### config.mk
export PLATFORM = sky130hd
export DESIGN_NAME = mrer_front
export DESIGN_NICKNAME = d
export VERILOG_FILES = /design/src/design/mrer_pkg.sv /design/src/design/mrer_front.sv
export SDC_FILE = /design/constraint.sdc
export NUM_CORES = 1
export LEC_CHECK = 0
export CORE_UTILIZATION = 50
export CTS_BUF_LIST = sky130_fd_sc_hd__clkbuf_8
export CTS_CLUSTER_DIAMETER = 150
export DETAILED_ROUTE_END_ITERATION = 8
export DONT_BUFFER_PORTS = 1
export PLACE_DENSITY = 0.76
export SYNTH_ARGS = -nofsm -noshare
export SYNTH_HDL_FRONTEND = slang
export SYNTH_SLANG_ARGS = --single-unit
### constraint.sdc
create_clock -name clk -period 14.15 [get_ports clk]
set_clock_uncertainty 0.05 [all_clocks]
set_input_delay 0.7075 -clock clk [delete_from_list [all_inputs] [get_ports clk]]
set_output_delay 0.7075 -clock clk [all_outputs]
set_load 0.05 [all_outputs]
### src/design/mrer_pkg.sv
// Shared types and constants for the multi-reader event ring.
// No dependencies; imported by the front, back and top-level modules.
package mrer_pkg;

  // Input function codes
  localparam logic [1:0] FUNC_WRITE  = 2'd0;
  localparam logic [1:0] FUNC_CHECK  = 2'd1;
  localparam logic [1:0] FUNC_BATCH  = 2'd2;
  localparam logic [1:0] FUNC_POINTS = 2'd3;

  // Result kind codes
  localparam logic [1:0] KIND_EVENT   = 2'd0;
  localparam logic [1:0] KIND_POINT   = 2'd1;
  localparam logic [1:0] KIND_PENDING = 2'd2;
  localparam logic [1:0] KIND_REJECT  = 2'd3;

  localparam logic [15:0] CFG_BASE_RESET = 16'd1;
  localparam int unsigned MAX_POINT_RUN  = 32;

  // Ring entry: address, value, time tag
  localparam int unsigned TS_W = 56;
  localparam int unsigned EV_W = 16 + 8 + TS_W;

  typedef enum logic [2:0] {
    OP_WRITE,
    OP_CHECK,
    OP_BATCH,
    OP_POINTS,
    OP_REJECT
  } op_t;

  // Classified command handed from the front to the back
  typedef struct packed {
    op_t              op;
    logic [1:0]       reader;
    logic [15:0]      info_addr;
    logic [7:0]       point_value;
    logic [TS_W-1:0]  timestamp;
    logic [5:0]       count;
    logic             in_window;
    logic [15:0]      offset;
  } cmd_t;

endpackage

### src/design/mrer_front.sv
// Front end: accepts input transactions, classifies them and queues them.
// Depends on mrer_pkg for the command type and the code constants.
module mrer_front import mrer_pkg::*; #(
  parameter int READERS = 4,
  parameter int POINTS  = 256
) (
  input  logic        clk,
  input  logic        rst_n,
  input  logic        in_valid,
  output logic        in_stall,
  input  logic [1:0]  in_func,
  input  logic [1:0]  in_reader,
  input  logic [15:0] in_info_addr,
  input  logic [7:0]  in_point_value,
  input  logic [55:0] in_timestamp,
  input  logic [5:0]  in_count,
  input  logic [15:0] status_base,
  input  logic        clearing,
  output logic        q_valid,
  output cmd_t        q_cmd,
  input  logic        q_take
);

  localparam int QD = 2;

  cmd_t       q_r [QD];
  logic       wr_ptr_r, wr_ptr_nxt;
  logic       rd_ptr_r, rd_ptr_nxt;
  logic [1:0] cnt_r, cnt_nxt;

  cmd_t        cls;
  logic        push;
  logic        above_base;
  logic        reader_ok;
  logic        run_ok;
  logic [15:0] diff;
  logic [17:0] run_end;
  logic [17:0] win_end;

  always_comb begin
    diff       = in_info_addr - status_base;
    above_base = in_info_addr >= status_base;
    reader_ok  = 32'(in_reader) < READERS;
    run_end    = 18'(in_info_addr) + 18'(in_count);
    win_end    = 18'(status_base) + 18'(POINTS);
    run_ok     = (in_count != 6'd0) && (32'(in_count) <= MAX_POINT_RUN) && above_base &&
                 (run_end <= win_end);

    cls.reader      = in_reader;
    cls.info_addr   = in_info_addr;
    cls.point_value = in_point_value;
    cls.timestamp   = in_timestamp;
    cls.count       = in_count;
    cls.offset      = diff;
    cls.in_window   = above_base && (32'(diff) < POINTS);
    case (in_func)
      FUNC_WRITE:  cls.op = OP_WRITE;
      FUNC_CHECK:  cls.op = reader_ok ? OP_CHECK : OP_REJECT;
      FUNC_BATCH:  cls.op = reader_ok ? OP_BATCH : OP_REJECT;
      FUNC_POINTS: cls.op = run_ok ? OP_POINTS : OP_REJECT;
      default:     cls.op = OP_REJECT;
    endcase
  end

  // Hold off new transactions while the queue is full or the status table is clearing
  assign in_stall = (cnt_r == 2'(QD)) || clearing;
  assign push     = in_valid && !in_stall;
  assign q_valid  = cnt_r != 2'd0;
  assign q_cmd    = q_r[rd_ptr_r];

  always_comb begin
    wr_ptr_nxt = push ? ~wr_ptr_r : wr_ptr_r;
    rd_ptr_nxt = q_take ? ~rd_ptr_r : rd_ptr_r;
    cnt_nxt    = cnt_r + 2'(push) - 2'(q_take);
  end

  always_ff @(posedge clk) begin
    if (!rst_n) begin
      wr_ptr_r <= 1'b0;
      rd_ptr_r <= 1'b0;
      cnt_r    <= 2'd0;
    end else begin
      wr_ptr_r <= wr_ptr_nxt;
      rd_ptr_r <= rd_ptr_nxt;
      cnt_r    <= cnt_nxt;
    end
    if (push) begin
      q_r[wr_ptr_r] <= cls;
    end
  end

endmodule

==> flow_summary.yaml <==
die:
  die-area_sq_um: 20200
  die-height_microns: 142
  die_w_microns: 142
  start_util_pct: 51.7
  core_area_sq_um: 19000
  rows: 50
  pin_count: 221
cts:
  clkSlewWorstSetupHoldPaths_ps: 70
  ctsResizeCount: 0
  cts-hold-fix-buffers: 0
  tritoncts: "done"
  clock_latency_ps: 510
  cts_num_sinks: 221
  clockRootBuffer: "clkbuf_8"
  cts_buffers: 39
  clock_path_buffers: 3
  htree_levels: 2
  post_cts_buffers: 0
pwr:
  intPower_uw: 1120
  p_sw_uw: 471
  clockPowerShare_pct: 32.5
  seq_power_share_pct: 49.0
  comb_power_share_pct: 18.5
  power_density_nw_per_um2: 147
  swShare_pct: 29.6
  leakage_uw: 0.00384
  ir_drop_mv: 0.0780
global_route:
  grt_pass1_vias: 5608
  grt_pass1_wl_microns: 29700
  antenna_found_initial: 1
  grt_max_degree: 68
  grt_usage_pct: 19.5
  grt-ovfl-total: 0
detailed_routing:
  vias_per_cell: 5.58
  wl_per_cell_microns: 20.9
  postRouteWirelength_microns: 19700
  via_count: 5249
  first_pass_iters: 5
  ant_nets: 0
  drc: 0
  drt_iter0_markers: 275
critical_path:
  endpoint: "q_r[1][107]$_DFFE_PP_"
  cp_max_fo: 5
  cp.required_ps: 14360
  r2r_start: "cnt_r[0]$_SDFF_PN0_"
  cp-end-kind: "flop"
  cpMostUsedCell: "o21ai_0"
  cp.arrival_ps: 3990
  regToRegEndpoint: "q_r[1][30]$_DFFE_PP_"
  critPathLaunchType: "input pin"
  crit_chain: "ha_1 -> inv_1 -> fa_1 -> nor2b_1 -> o21ai_0 -> a21boi_0 -> o21a_1 -> o21ai_0 -> nor2_1 -> xor2_1 -> ha_1 -> a21o_1 -> a21o_1 -> a21oi_1 -> o21ai_0 -> a21oi_1 -> o211ai_1 -> and3_1"
  crit_family: "compound AO/OA/AOI/OAI gates"
  crit_cells: 18
  critPathBufInv: 1
  reg2reg_depth: 4
  crit_path_top_delay_cell: "o21ai_0"
  r2r_slack_ps: 11600
  slowest_delay_ps: 450
  critPathLaunch: "in_info_addr[0]"
  timing_worst_setup_path_type: "input pin to flop"
finish:
  layout_common_cells: "edfxtp_1, mux2_2, inv_1"
  syn2layout_area_growth_pct: 10.3
  layout_commonest_cell: "edfxtp_1"
  finalNonFillerCells: 941
  drive_above_1_share_pct: 24.6
  fill_cells: 1505
  finalInstanceArea_sq_um: 10800
  final_util_pct: 57.1
  nets: 812
placed_design:
  port_buffers: 0
  routabilityCongestion: 0.862
  placed_cells: 876
  dp_hpwl_microns: 14000
  postPlaceCellArea_sq_um: 10100
yosys:
  synth_area_per_cell_sq_um: 15.7
  async_flop_share_pct: 0
  ys_seq_area_share_pct: 67.2
  yosysWarnings: 0
  syn_area_sq_um: 9810
  synth_top_cell_by_area: "edfxtp_1"
  synth-edff-count: 216
  synth_seq_cells: 221
  synth.area.top_cells: "edfxtp_1, mux2_2, ha_1, xnor2_1, inv_1"
  synth_flop_cell: "edfxtp_1"
  ys_types: 46
  synth_fp_nets: 779
  synthCells: 624
  yosysTopAreaCellShare_pct: 66.1
sta:
  tightest_slew_ps: 902
  clock.fmax_mhz: 265
  finalMaxSlewViolations: 0
  rsz0062_at_grt: "false"
  slew_headroom_pct: 39.9
  tns_ps: 0
  finalCriticalPeriod_ps: 3770
  hold_viol: 0
  setup_viol: 0
  min_period_over_period_pct: 26.7
hold_path:
  hp-class: "input pin to flop"
  hold_depth: 0
status:
  status: "finished clean"
run:
  cap_viol_max_count: 0
## state kept, by name, summed over array words and instances, names as in the netlist, named ones only
signal    count
q_r         216
rd_ptr_r      1
cnt_r         2
wr_ptr_r      1
## Yosys cell counts, types with 2 or more instances
cell	n
nor2_1	26
fa_1	2
nand4_1	6
nor4_1	3
nor3_1	4
a21o_1	14
o2111ai_1	2
clkbuf_1	10
nand3_1	14
dfxtp_1	5
o211ai_1	2
a211o_1	2
and2_1	7
a21oi_1	23
nand2b_1	2
xor2_1	8
and3_1	6
edfxtp_1	216
a211oi_1	2
a21boi_0	3
inv_1	36
ha_1	42
o21ai_0	13
o31ai_1	2
buf_1	2
nand2_1	16
o21a_1	5
xnor2_1	23
nor2b_1	4
mux2_2	108
## worst min path at each step
stage,from,endpoint,slack [ps]
finish,in_info_addr[8],q_r[0][95]$_DFFE_PP_,220
detailed placement,rd_ptr_r$_SDFFE_PN0P_,flop,530
global placement,rd_ptr_r$_SDFFE_PN0P_,flop,510
global route,in_info_addr[0],q_r[0][87]$_DFFE_PP_,190
floorplan,wr_ptr_r$_SDFFE_PN0P_,wr_ptr_r$_SDFFE_PN0P_,490
CTS,in_count[0],q_r[0][17]$_DFFE_PP_,190
## power groups by stage
stage | clock network, uW | logic [uW] | registers [uW]
after floorplan | 0 | 260 | 789
after global placement | 0 | 289 | 790
after detailed placement | 0 | 294 | 793
after CTS | 537 | 296 | 780
after global routing | 563 | 311 | 783
final | 518 | 294 | 779
## per-layer routing
metal  share of wire, %  routed length, microns  global-route usage [%]
met3                 12                    2280                    9.19
met5                  0                       0                       0
met1                 36                    7110                    20.5
met4                2.0                     395                    7.13
met2                 50                    9880                    33.8
## cell type report
class	count	area, sq um	share of cell area [%]
Tap cell	260	325	3.01
Multi-Input combinational cell	355	3050	28.2
Clock buffer	40	551	5.09
Inverter	36	135	1.25
Clock inverter	24	134	1.24
Antenna cell	1	2.50	0.0231
Timing Repair Buffer	4	30.0	0.278
Sequential cell	221	6590	60.9
## logic make-up (layout without fill, tap and decap cells)
family / count (synthesis) / count (layout) / share of synthesized area, %
multiplexers: 109 / 109 / 12.5
flip-flops: 221 / 221 / 67.2
XOR/XNOR: 31 / 31 / 2.77
AND/OR/NAND/NOR: 96 / 96 / 5.05
other: 0 / 1 / 0
buffers and inverters: 48 / 104 / 1.84
adder cells (fa/ha/maj): 44 / 44 / 5.77
AO/OA/AOI/OAI: 75 / 75 / 4.91
## metrics by stage
stage | total power, uW | hold WS, ps | setup WS (ps)
final | 1590 | 219 | 10380
after global routing | 1660 | 189 | 10090
after CTS | 1610 | 191 | 10380
after detailed placement | 1090 | 525 | 9810
after global placement | 1080 | 506 | 9940
after floorplan | 1050 | 492 | 8020
## worst reg2reg max path, delay by kind of cell, from the launching register on
kind | cells | cell delay (ps)
AOI/OAI and AO/OA | 1 | 240
DFF | 1 | 340
buffers and inverters | 2 | 850
and+or+nand+nor | 1 | 610
Power figures use the tool's default switching activity.
